<file path="config.mk">
export PLATFORM = sky130hd
export DESIGN_NAME = grid_maze_path_first_step
export DESIGN_NICKNAME = d
export VERILOG_FILES = /design/src/design/gmp_pkg.sv /design/src/design/gmp_ctrl.sv /design/src/design/gmp_dpath.sv /design/src/design/grid_maze_path_first_step.sv
export SDC_FILE = /design/constraint.sdc
export NUM_CORES = 1
export LEC_CHECK = 0
export BUFFER_PORTS_ARGS = -buffer_cell sky130_fd_sc_hd__clkbuf_2
export CORE_UTILIZATION = 60
export DETAILED_ROUTE_END_ITERATION = 8
export PLACE_DENSITY = 0.77
export SLEW_MARGIN = 20
export SYNTH_ARGS = -nofsm -noshare
export SYNTH_HDL_FRONTEND = slang
export SYNTH_SLANG_ARGS = --single-unit
</file>
<file path="constraint.sdc">
create_clock -name i_clk -period 7.5 [get_ports i_clk]
set_input_delay 0.375 -clock i_clk [delete_from_list [all_inputs] [get_ports i_clk]]
set_output_delay 0.375 -clock i_clk [all_outputs]
set_load 0.02 [all_outputs]
</file>
<file path="src/design/gmp_pkg.sv">
// ----------------------------------------------------------------------------
// gmp_pkg: shared types and codes of the grid maze first-step planner
// Cell, command and status types, result codes, move directions.
// ----------------------------------------------------------------------------
package gmp_pkg;

    localparam int DEF_ROWS  = 5;
    localparam int DEF_COLS  = 9;

    localparam int ROW_W     = 3;
    localparam int COL_W     = 4;
    localparam int LEN_W     = 6;
    localparam int ST_W      = 2;
    localparam int DIR_W     = 2;
    localparam int CFG_IDX_W = 2;

    localparam logic [CFG_IDX_W-1:0] REG_VWALL = 2'd0;
    localparam logic [CFG_IDX_W-1:0] REG_HWALL = 2'd1;

    localparam logic [ST_W-1:0] ST_STEP    = 2'd0;
    localparam logic [ST_W-1:0] ST_UNREACH = 2'd1;
    localparam logic [ST_W-1:0] ST_SAME    = 2'd2;

    localparam logic [DIR_W-1:0] DIR_RIGHT = 2'd0;
    localparam logic [DIR_W-1:0] DIR_DOWN  = 2'd1;
    localparam logic [DIR_W-1:0] DIR_LEFT  = 2'd2;
    localparam logic [DIR_W-1:0] DIR_UP    = 2'd3;

    typedef struct packed {
        logic [ROW_W-1:0] row;
        logic [COL_W-1:0] col;
    } t_cell;

    typedef struct packed {
        logic             load;
        logic             init;
        logic             pop;
        logic             take;
        logic             expand;
        logic             rd_start;
        logic             take_d;
        logic             rd_nb;
        logic             emit;
        logic [ST_W-1:0]  code;
        logic             src_start;
        logic [DIR_W-1:0] dir;
    } t_cmd;

    typedef struct packed {
        logic in_range;
        logic same_cell;
        logic empty;
        logic q_is_start;
        logic start_reached;
        logic nb_ok;
        logic dist_match;
    } t_stat;

    // tie order on the first step: up, left, right, down
    function automatic logic [DIR_W-1:0] pick_dir(input logic [1:0] k);
        logic [DIR_W-1:0] d;
        case (k)
            2'd0:    d = DIR_UP;
            2'd1:    d = DIR_LEFT;
            2'd2:    d = DIR_RIGHT;
            default: d = DIR_DOWN;
        endcase
        return d;
    endfunction

endpackage

</file>
<file path="src/design/gmp_ctrl.sv">
// ----------------------------------------------------------------------------
// gmp_ctrl: search sequencer
// Runs the breadth-first sweep from the goal, then picks the first step.
// ----------------------------------------------------------------------------
module gmp_ctrl (
    input  logic          i_clk,
    input  logic          i_rst_n,
    input  logic          i_start,
    input  gmp_pkg::t_stat i_stat,
    output gmp_pkg::t_cmd  o_cmd,
    output logic          o_busy
);
    import gmp_pkg::*;

    typedef enum logic [3:0] {
        S_IDLE,
        S_INIT,
        S_POP,
        S_TAKE,
        S_EXPAND,
        S_FINAL,
        S_DWAIT,
        S_NREAD,
        S_NCHK
    } t_state;

    t_state     r_state, n_state;
    logic [1:0] r_k, n_k;

    always_comb begin
        n_state = r_state;
        n_k     = r_k;
        o_cmd   = '0;
        o_cmd.code = ST_STEP;
        case (r_state)
            S_IDLE: begin
                if (i_start) begin
                    o_cmd.load = 1'b1;
                    if (!i_stat.in_range) begin
                        o_cmd.emit = 1'b1;
                        o_cmd.code = ST_UNREACH;
                    end else if (i_stat.same_cell) begin
                        o_cmd.emit = 1'b1;
                        o_cmd.code = ST_SAME;
                    end else begin
                        n_state = S_INIT;
                    end
                end
            end
            S_INIT: begin
                o_cmd.init = 1'b1;
                n_state    = S_POP;
            end
            S_POP: begin
                if (i_stat.empty) begin
                    n_state = S_FINAL;
                end else begin
                    o_cmd.pop = 1'b1;
                    n_state   = S_TAKE;
                end
            end
            S_TAKE: begin
                o_cmd.take = 1'b1;
                n_k        = 2'd0;
                n_state    = i_stat.q_is_start ? S_FINAL : S_EXPAND;
            end
            S_EXPAND: begin
                o_cmd.expand = 1'b1;
                o_cmd.dir    = r_k;
                n_k          = r_k + 2'd1;
                if (r_k == 2'd3) begin
                    n_state = S_POP;
                end
            end
            S_FINAL: begin
                if (!i_stat.start_reached) begin
                    o_cmd.emit = 1'b1;
                    o_cmd.code = ST_UNREACH;
                    n_state    = S_IDLE;
                end else begin
                    o_cmd.rd_start = 1'b1;
                    n_state        = S_DWAIT;
                end
            end
            S_DWAIT: begin
                o_cmd.take_d = 1'b1;
                n_k          = 2'd0;
                n_state      = S_NREAD;
            end
            S_NREAD: begin
                o_cmd.src_start = 1'b1;
                o_cmd.dir       = pick_dir(r_k);
                o_cmd.rd_nb     = 1'b1;
                n_state         = S_NCHK;
            end
            S_NCHK: begin
                o_cmd.src_start = 1'b1;
                o_cmd.dir       = pick_dir(r_k);
                if (i_stat.nb_ok && i_stat.dist_match) begin
                    o_cmd.emit = 1'b1;
                    o_cmd.code = ST_STEP;
                    n_state    = S_IDLE;
                end else if (r_k == 2'd3) begin
                    o_cmd.emit = 1'b1;
                    o_cmd.code = ST_UNREACH;
                    n_state    = S_IDLE;
                end else begin
                    n_k     = r_k + 2'd1;
                    n_state = S_NREAD;
                end
            end
            default: begin
                n_state = S_IDLE;
            end
        endcase
    end

    always_ff @(posedge i_clk) begin
        if (!i_rst_n) begin
            r_state <= S_IDLE;
            r_k     <= 2'd0;
        end else begin
            r_state <= n_state;
            r_k     <= n_k;
        end
    end

    assign o_busy = (r_state != S_IDLE);

endmodule

</file>
<file path="src/design/gmp_dpath.sv">
// ----------------------------------------------------------------------------
// gmp_dpath: search datapath
// Wall registers, neighbor unit, reached bits, frontier queue, distance store.
// ----------------------------------------------------------------------------
module gmp_dpath #(
    parameter int GRID_ROWS = gmp_pkg::DEF_ROWS,
    parameter int GRID_COLS = gmp_pkg::DEF_COLS,
    parameter int CFG_W     = ((GRID_ROWS * (GRID_COLS + 1)) > ((GRID_ROWS + 1) * GRID_COLS))
                              ? (GRID_ROWS * (GRID_COLS + 1)) : ((GRID_ROWS + 1) * GRID_COLS)
) (
    input  logic                          i_clk,
    input  logic                          i_rst_n,
    input  logic                          i_cfg_we,
    input  logic [gmp_pkg::CFG_IDX_W-1:0] i_cfg_idx,
    input  logic [CFG_W-1:0]              i_cfg_data,
    input  logic [gmp_pkg::ROW_W-1:0]     i_start_row,
    input  logic [gmp_pkg::COL_W-1:0]     i_start_col,
    input  logic [gmp_pkg::ROW_W-1:0]     i_goal_row,
    input  logic [gmp_pkg::COL_W-1:0]     i_goal_col,
    input  gmp_pkg::t_cmd                 i_cmd,
    output gmp_pkg::t_stat                o_stat,
    output logic                          o_valid,
    output logic [gmp_pkg::ST_W-1:0]      o_status,
    output logic [gmp_pkg::ROW_W-1:0]     o_next_row,
    output logic [gmp_pkg::COL_W-1:0]     o_next_col,
    output logic [gmp_pkg::DIR_W-1:0]     o_direction,
    output logic [gmp_pkg::LEN_W-1:0]     o_path_length
);
    import gmp_pkg::*;

    localparam int CELLS  = GRID_ROWS * GRID_COLS;
    localparam int VW     = GRID_ROWS * (GRID_COLS + 1);
    localparam int HW     = (GRID_ROWS + 1) * GRID_COLS;
    localparam int IDX_W  = $clog2(CELLS);
    localparam int CNT_W  = $clog2(CELLS + 1);
    localparam int V_IX_W = $clog2(VW);
    localparam int H_IX_W = $clog2(HW);

    logic [VW-1:0]    r_vwall;
    logic [HW-1:0]    r_hwall;
    t_cell            r_start, r_goal, r_cur;
    logic [CNT_W-1:0] r_head, r_tail;
    logic [CELLS-1:0] r_reached;

    t_cell            fifo_mem [CELLS];
    t_cell            r_fifo_q;
    logic [LEN_W-1:0] dist_mem [CELLS];
    logic [LEN_W-1:0] r_dist_q;
    logic [LEN_W-1:0] r_d;

    logic             r_valid;
    logic [ST_W-1:0]  r_status;
    t_cell            r_next;
    logic [DIR_W-1:0] r_dir;
    logic [LEN_W-1:0] r_len;

    t_cell             src, nb;
    logic              nb_open, nb_new;
    logic [V_IX_W-1:0] vbase;
    logic [H_IX_W-1:0] hbase;
    logic [VW-1:0]     vsh_r, vsh_l;
    logic [HW-1:0]     hsh_d, hsh_u;
    logic [IDX_W-1:0]  nb_idx, start_idx, goal_idx, q_idx;
    logic [IDX_W-1:0]  dist_ra, dist_wa;
    logic              dist_re, dist_we;
    logic [LEN_W-1:0]  dist_wd;

    function automatic logic [IDX_W-1:0] cell_idx(input t_cell c);
        return IDX_W'(c.row) * IDX_W'(GRID_COLS) + IDX_W'(c.col);
    endfunction

    // neighbor of the source cell in the commanded direction
    always_comb begin
        src   = i_cmd.src_start ? r_start : r_cur;
        vbase = V_IX_W'(src.row) * V_IX_W'(GRID_COLS + 1) + V_IX_W'(src.col);
        hbase = H_IX_W'(src.row) * H_IX_W'(GRID_COLS) + H_IX_W'(src.col);
        vsh_l = r_vwall >> vbase;
        vsh_r = r_vwall >> (vbase + V_IX_W'(1));
        hsh_u = r_hwall >> hbase;
        hsh_d = r_hwall >> (hbase + H_IX_W'(GRID_COLS));
        nb      = src;
        nb_open = 1'b0;
        case (i_cmd.dir)
            DIR_RIGHT: begin
                nb_open = (src.col != COL_W'(GRID_COLS - 1)) && !vsh_r[0];
                nb.col  = src.col + COL_W'(1);
            end
            DIR_DOWN: begin
                nb_open = (src.row != ROW_W'(GRID_ROWS - 1)) && !hsh_d[0];
                nb.row  = src.row + ROW_W'(1);
            end
            DIR_LEFT: begin
                nb_open = (src.col != '0) && !vsh_l[0];
                nb.col  = src.col - COL_W'(1);
            end
            DIR_UP: begin
                nb_open = (src.row != '0) && !hsh_u[0];
                nb.row  = src.row - ROW_W'(1);
            end
            default: begin
                nb_open = 1'b0;
            end
        endcase
    end

    assign nb_idx    = cell_idx(nb);
    assign start_idx = cell_idx(r_start);
    assign goal_idx  = cell_idx(r_goal);
    assign q_idx     = cell_idx(r_fifo_q);
    assign nb_new    = nb_open && !r_reached[nb_idx];

    always_comb begin
        o_stat.in_range      = (i_start_row < ROW_W'(GRID_ROWS)) &&
                               (i_start_col < COL_W'(GRID_COLS)) &&
                               (i_goal_row < ROW_W'(GRID_ROWS)) &&
                               (i_goal_col < COL_W'(GRID_COLS));
        o_stat.same_cell     = (i_start_row == i_goal_row) && (i_start_col == i_goal_col);
        o_stat.empty         = (r_head == r_tail);
        o_stat.q_is_start    = (r_fifo_q == r_start);
        o_stat.start_reached = r_reached[start_idx];
        o_stat.nb_ok         = nb_open && r_reached[nb_idx];
        o_stat.dist_match    = ((r_dist_q + LEN_W'(1)) == r_d);
    end

    always_comb begin
        dist_re = i_cmd.take || i_cmd.rd_start || i_cmd.rd_nb;
        if (i_cmd.take) begin
            dist_ra = q_idx;
        end else if (i_cmd.rd_start) begin
            dist_ra = start_idx;
        end else begin
            dist_ra = nb_idx;
        end
        dist_we = i_cmd.init || (i_cmd.expand && nb_new);
        dist_wa = i_cmd.init ? goal_idx : nb_idx;
        dist_wd = i_cmd.init ? '0 : (r_dist_q + LEN_W'(1));
    end

    always_ff @(posedge i_clk) begin
        if (dist_we) begin
            dist_mem[dist_wa] <= dist_wd;
        end
        if (dist_re) begin
            r_dist_q <= dist_mem[dist_ra];
        end
    end

    always_ff @(posedge i_clk) begin
        if (i_cmd.init) begin
            fifo_mem[IDX_W'(0)] <= r_goal;
        end else if (i_cmd.expand && nb_new) begin
            fifo_mem[r_tail[IDX_W-1:0]] <= nb;
        end
        if (i_cmd.pop) begin
            r_fifo_q <= fifo_mem[r_head[IDX_W-1:0]];
        end
    end

    always_ff @(posedge i_clk) begin
        if (i_cmd.load) begin
            r_start <= '{row: i_start_row, col: i_start_col};
            r_goal  <= '{row: i_goal_row, col: i_goal_col};
        end
        if (i_cmd.take) begin
            r_cur <= r_fifo_q;
        end
        if (i_cmd.take_d) begin
            r_d <= r_dist_q;
        end
    end

    always_ff @(posedge i_clk) begin
        if (!i_rst_n) begin
            r_vwall   <= '0;
            r_hwall   <= '0;
            r_head    <= '0;
            r_tail    <= '0;
            r_reached <= '0;
        end else begin
            if (i_cfg_we && i_cfg_idx == REG_VWALL) begin
                r_vwall <= i_cfg_data[VW-1:0];
            end
            if (i_cfg_we && i_cfg_idx == REG_HWALL) begin
                r_hwall <= i_cfg_data[HW-1:0];
            end
            if (i_cmd.init) begin
                r_reached <= CELLS'(1) << goal_idx;
                r_head    <= '0;
                r_tail    <= CNT_W'(1);
            end else begin
                if (i_cmd.pop) begin
                    r_head <= r_head + CNT_W'(1);
                end
                if (i_cmd.expand && nb_new) begin
                    r_reached[nb_idx] <= 1'b1;
                    r_tail            <= r_tail + CNT_W'(1);
                end
            end
        end
    end

    always_ff @(posedge i_clk) begin
        if (!i_rst_n) begin
            r_valid <= 1'b0;
        end else begin
            r_valid <= i_cmd.emit;
        end
    end

    always_ff @(posedge i_clk) begin
        if (i_cmd.emit) begin
            r_status <= i_cmd.code;
            if (i_cmd.code == ST_STEP) begin
                r_next <= nb;
                r_dir  <= i_cmd.dir;
                r_len  <= r_d;
            end else begin
                r_next <= '0;
                r_dir  <= '0;
                r_len  <= '0;
            end
        end
    end

    assign o_valid       = r_valid;
    assign o_status      = r_status;
    assign o_next_row    = r_next.row;
    assign o_next_col    = r_next.col;
    assign o_direction   = r_dir;
    assign o_path_length = r_len;

`ifndef SYNTHESIS
    a_head_le_tail: assert property (@(posedge i_clk) disable iff (!i_rst_n)
        r_head <= r_tail)
        else $error("frontier head passed tail");

    a_tail_bound: assert property (@(posedge i_clk) disable iff (!i_rst_n)
        r_tail <= CNT_W'(CELLS))
        else $error("frontier overflow");

    a_pop_nonempty: assert property (@(posedge i_clk) disable iff (!i_rst_n)
        i_cmd.pop |-> (r_head != r_tail))
        else $error("pop from empty frontier");

    a_step_len: assert property (@(posedge i_clk) disable iff (!i_rst_n)
        (i_cmd.emit && i_cmd.code == ST_STEP) |=> (o_valid && o_path_length != '0))
        else $error("step reported with zero path length");

    a_fail_zero: assert property (@(posedge i_clk) disable iff (!i_rst_n)
        (o_valid && o_status != ST_STEP) |->
        (o_next_row == '0 && o_next_col == '0 && o_direction == '0 && o_path_length == '0))
        else $error("nonzero fields on a failed query");
`endif

endmodule

</file>
<file path="src/design/grid_maze_path_first_step.sv">
// ----------------------------------------------------------------------------
// grid_maze_path_first_step: first step of a shortest path through a grid maze
// A cell out of range or start equal to goal is answered without a search;
// else the search state is cleared, cells are expanded (queue read, distance
// read, four neighbor checks) until the start cell is taken or the queue is
// empty, the start distance is read and the step picked. One query at a time;
// busy is high in a search until the word is issued; the receiver cannot stall.
// Synchronous active-low reset clears the walls and all control state.
// ----------------------------------------------------------------------------
module grid_maze_path_first_step #(
    parameter int GRID_ROWS = gmp_pkg::DEF_ROWS,
    parameter int GRID_COLS = gmp_pkg::DEF_COLS,
    parameter int CFG_W     = ((GRID_ROWS * (GRID_COLS + 1)) > ((GRID_ROWS + 1) * GRID_COLS))
                              ? (GRID_ROWS * (GRID_COLS + 1)) : ((GRID_ROWS + 1) * GRID_COLS)
) (
    input  logic                          i_clk,
    input  logic                          i_rst_n,
    input  logic                          i_cfg_we,
    input  logic [gmp_pkg::CFG_IDX_W-1:0] i_cfg_idx,
    input  logic [CFG_W-1:0]              i_cfg_data,
    input  logic                          start,
    output logic                          busy,
    input  logic [gmp_pkg::ROW_W-1:0]     i_start_row,
    input  logic [gmp_pkg::COL_W-1:0]     i_start_col,
    input  logic [gmp_pkg::ROW_W-1:0]     i_goal_row,
    input  logic [gmp_pkg::COL_W-1:0]     i_goal_col,
    output logic                          o_valid,
    output logic [gmp_pkg::ST_W-1:0]      o_status,
    output logic [gmp_pkg::ROW_W-1:0]     o_next_row,
    output logic [gmp_pkg::COL_W-1:0]     o_next_col,
    output logic [gmp_pkg::DIR_W-1:0]     o_direction,
    output logic [gmp_pkg::LEN_W-1:0]     o_path_length
);
    import gmp_pkg::*;

    t_cmd  cmd;
    t_stat stat;

    gmp_ctrl u_ctrl (
        .i_clk   (i_clk),
        .i_rst_n (i_rst_n),
        .i_start (start),
        .i_stat  (stat),
        .o_cmd   (cmd),
        .o_busy  (busy)
    );

    gmp_dpath #(
        .GRID_ROWS (GRID_ROWS),
        .GRID_COLS (GRID_COLS),
        .CFG_W     (CFG_W)
    ) u_dpath (
        .i_clk         (i_clk),
        .i_rst_n       (i_rst_n),
        .i_cfg_we      (i_cfg_we),
        .i_cfg_idx     (i_cfg_idx),
        .i_cfg_data    (i_cfg_data),
        .i_start_row   (i_start_row),
        .i_start_col   (i_start_col),
        .i_goal_row    (i_goal_row),
        .i_goal_col    (i_goal_col),
        .i_cmd         (cmd),
        .o_stat        (stat),
        .o_valid       (o_valid),
        .o_status      (o_status),
        .o_next_row    (o_next_row),
        .o_next_col    (o_next_col),
        .o_direction   (o_direction),
        .o_path_length (o_path_length)
    );

endmodule
</file>
==> impl_metrics.py <==
metrics = {
    "placed_design": {
        "dp.cells": 3586,
        "place_hpwl_um": 61300,
        "place_area_sq_um": 39200,
        "globalplace.congestion": 0.962,
        "portBuffers": 92,
    },
    "critical_path": {
        "slowest_stage": "fa_1",
        "end_kind": "flop",
        "path_delay_family": "simple AND/OR/NAND/NOR gates",
        "cp_data_arrival_time_ns": 7.52,
        "r2r-end": "u_dpath.fifo_mem[24][3]",
        "path_cells": "or3b_1, o22ai_1, nor2_1, o22ai_1, inv_1, ha_1, ha_1, fa_1, nand3_1, xor2_1, buf_4, mux4_2, mux2i_1, mux2_2, a211o_1, a31oi_1, o21ai_0, and3_1, buf_4, and3_1, and4_1",
        "endpoint": "u_dpath.fifo_mem[24][3]",
        "cp.depth": 21,
        "reg2reg_from": "u_ctrl.r_state[2]",
        "crit_start": "u_ctrl.r_state[2]",
        "critPathLaunchType": "flop",
        "r2r_setup_slack_ns": 0.28,
        "rr_worst_depth": 21,
        "critPathKind": "flop to flop",
        "path_max_fanout": 15,
        "max_stage_delay_ns": 0.83,
        "cp_data_required_time_ns": 7.79,
        "path_buf_inv": 3,
    },
    "yosys": {
        "ys_types": 80,
        "synth_edf_count": 642,
        "ys_seq_area_share_pct": 60.2,
        "synth.area.top_cells": "edfxtp_1 51%, mux4_2 10%, dfxtp_1 8.9%",
        "ys_ff_latch": 810,
        "yosys_warnings": 0,
        "netlist_instances": 2749,
        "yosysTopAreaCell": "edfxtp_1",
        "synth-main-ff-cell": "edfxtp_1",
        "yosys-top-cells-count": "642 x edfxtp_1, 311 x nand2_1, 168 x dfxtp_1, 168 x mux4_2, 146 x a211oi_1",
        "syn_area_sq_um": 37600,
        "yosysTopAreaCellShare_pct": 51.3,
        "synth_most_common_cell": "edfxtp_1",
        "async_flop_share_pct": 0,
        "syn-num-nets": 2884,
        "syn_avg_cell_area_sq_um": 13.7,
    },
    "drt": {
        "viasPerCell": 6.49,
        "firstDrtPassIters": 6,
        "routed_wl_um": 94300,
        "wire_per_inst_um": 24.8,
        "drt_iter0_markers": 3105,
        "drtAntennaViolNets": 0,
        "drc": 0,
        "num_vias": 24656,
    },
    "floorplanning": {
        "die_width_um": 252,
        "initial_core_util_pct": 60.8,
        "die_h_um": 252,
        "dieArea_sq_um": 63700,
        "rows": 91,
        "io_pins": 93,
        "core_sq_um": 61800,
    },
    "clocking": {
        "cts.path.max_buffers": 3,
        "ctsRootBufferMaster": "clkbuf_16",
        "numCtsBuffers": 82,
        "cts_tree": "built",
        "h-tree-depth": 3,
        "clkSinkCount": 810,
        "clk_pin_slew_ns": 0.06,
        "postCtsSetupRepairBufs": 0,
        "insertion_delay_ns": 0.65,
    },
    "timing": {
        "setup_viol": 0,
        "fin_setup_tns_ns": 0,
        "final_max_slew_viol_count": 0,
        "worstMarginPinSlew_ns": 1.12,
        "hold_viol": 0,
        "rsz0062_at_grt": "no",
        "period_share_pct": 96.3,
        "skew_ns": 0.0258,
        "fmax_mhz": 138,
        "min_period_ns": 7.22,
        "max_slew_margin_pct": 24.9,
    },
    "finish": {
        "final_nets": 3028,
        "design_area_sq_um": 42700,
        "final_core_util_pct": 69.0,
        "seqCellArea_sq_um": 22700,
        "final_cells": 3800,
        "syn_to_final_growth_pct": 13.5,
        "drive_gt1_share_pct": 19.2,
        "fillers": 4014,
        "multi_input_area_sq_um": 14200,
    },
    "grt": {
        "grt_pass1_wl_um": 146000,
        "grt_max_degree": 117,
        "grt_pass1_vias": 24735,
        "grt_antenna_before_repair": 2,
        "gr-total-overflow": 0,
        "track_usage_pct": 30.1,
    },
    "outcome": {
        "outcome": "finished clean",
    },
    "power_and_ir_drop": {
        "irDropWorstVdd_uv": 327,
        "totalPowerFinal_w": 0.00990,
        "total_leakage_power_nw": 14.4,
        "power_density_nw_per_um2": 232,
    },
    "worst_hold_path": {
        "hold_class": "input port to flop",
    },
    "run": {
        "maxCapViolCount": 0,
    },
}
state kept, by name (all words and copies together) (netlist names):
name,cells
u_dpath.r_hwall,54
u_dpath.o_path_length,6
u_dpath.o_valid,1
u_dpath.r_dist_q,6
u_dpath.r_head,6
u_dpath.r_goal,7
u_dpath.r_cur,7
u_dpath.fifo_mem,315
u_dpath.r_tail,6
u_dpath.o_status,2
u_dpath.o_next_col,4
u_dpath.r_vwall,50
u_ctrl.r_k,2
u_dpath.o_direction,2
u_dpath.r_reached,45
u_dpath.dist_mem,270
u_dpath.r_fifo_q,7
u_dpath.o_next_row,3
u_dpath.r_d,6
u_dpath.r_start,7
u_ctrl.r_state,4
where the power goes:
group	switching (W)	total [W]	internal, W
logic	0.000519	0.000792	0.000273
clock network	0.00177	0.00420	0.00243
registers	0.0000308	0.00491	0.00488
total	0.00232	0.00990	0.00759
cells by family (layout without fill, tap and decap cells):
kind of cell	Yosys count	count (layout)	share of synthesized area (%)
and+or+nand+nor	742	742	9.39
buffers and inverters	230	443	2.44
xor gates and xnor gates	73	73	1.81
other	0	1	0
AOI/OAI and AO/OA	520	520	9.99
DFF	810	810	60.2
adders and majority gates	61	61	2.17
muxes	313	313	14.0
layout by cell type, fill, tap and decap left out, types with 17 or more instances in the layout:
cell	instances
a211oi_1	146
a21boi_0	108
a21oi_1	57
and3_1	29
buf_4	99
clkbuf_1	17
clkbuf_16	83
clkbuf_2	91
clkinv_2	21
dfxtp_1	165
dlygate4sd3_1	59
edfxtp_1	642
ha_1	54
inv_1	35
mux2i_1	131
mux4_2	168
nand2_1	309
nand3_1	25
nor2_1	137
nor2b_1	76
nor3_1	32
nor4_1	24
o21a_1	29
o21ai_0	55
xnor2_1	35
xor2_1	34
worst min path at each step:
stage | start | to | slack, ns | cells past startpoint
after floorplan | u_dpath.r_reached[14] | u_dpath.r_reached[14] | 0.44 | 2
after global placement | u_dpath.r_hwall[26] | u_dpath.r_hwall[26] | 0.46 | 2
after detailed placement | u_dpath.r_vwall[29] | u_dpath.r_vwall[29] | 0.47 | 2
after CTS | i_cfg_data[34] | u_dpath.r_vwall[34] | 0.0004 | 3
after global routing | i_start_col[2] | u_dpath.r_start[2] | 0.007 | 1
final | i_start_col[2] | u_dpath.r_start[2] | 0.02 | 1
layer usage:
layer,track usage [%],part of all wire [%]
met5,0,0.014
met4,10.8,4.0
met3,5.57,7.7
met2,48.9,48
met1,40.8,40
per-stage QoR:
stage,worst slack [ns],hold slack (ns)
2_1_floorplan,0.689,0.445
4_1_cts,0.204,0.000422
6_report,0.276,0.0208
5_1_grt,0.0299,0.00676
3_5_place_dp,0.236,0.474
3_3_place_gp,0.450,0.461
layout make-up:
class / count / area share, %
inverters: 38 / 0.334
clock inverters: 50 / 1.39
well taps: 837 / 2.45
flip-flops and latches: 810 / 53.1
repair buffers: 252 / 4.32
multi-input cells: 1709 / 33.3
diodes: 1 / 0.00586
clock buffers: 103 / 5.11
timing repair:
item | 4_1_cts | 5_1_grt
hold buffers | 59 | 0
resized for setup | 0 | 22
endpoints found under the setup margin | 0 | 585
hold endpoints to repair | 84 | 0
No activity file was read; power rests on OpenSTA's default activity.
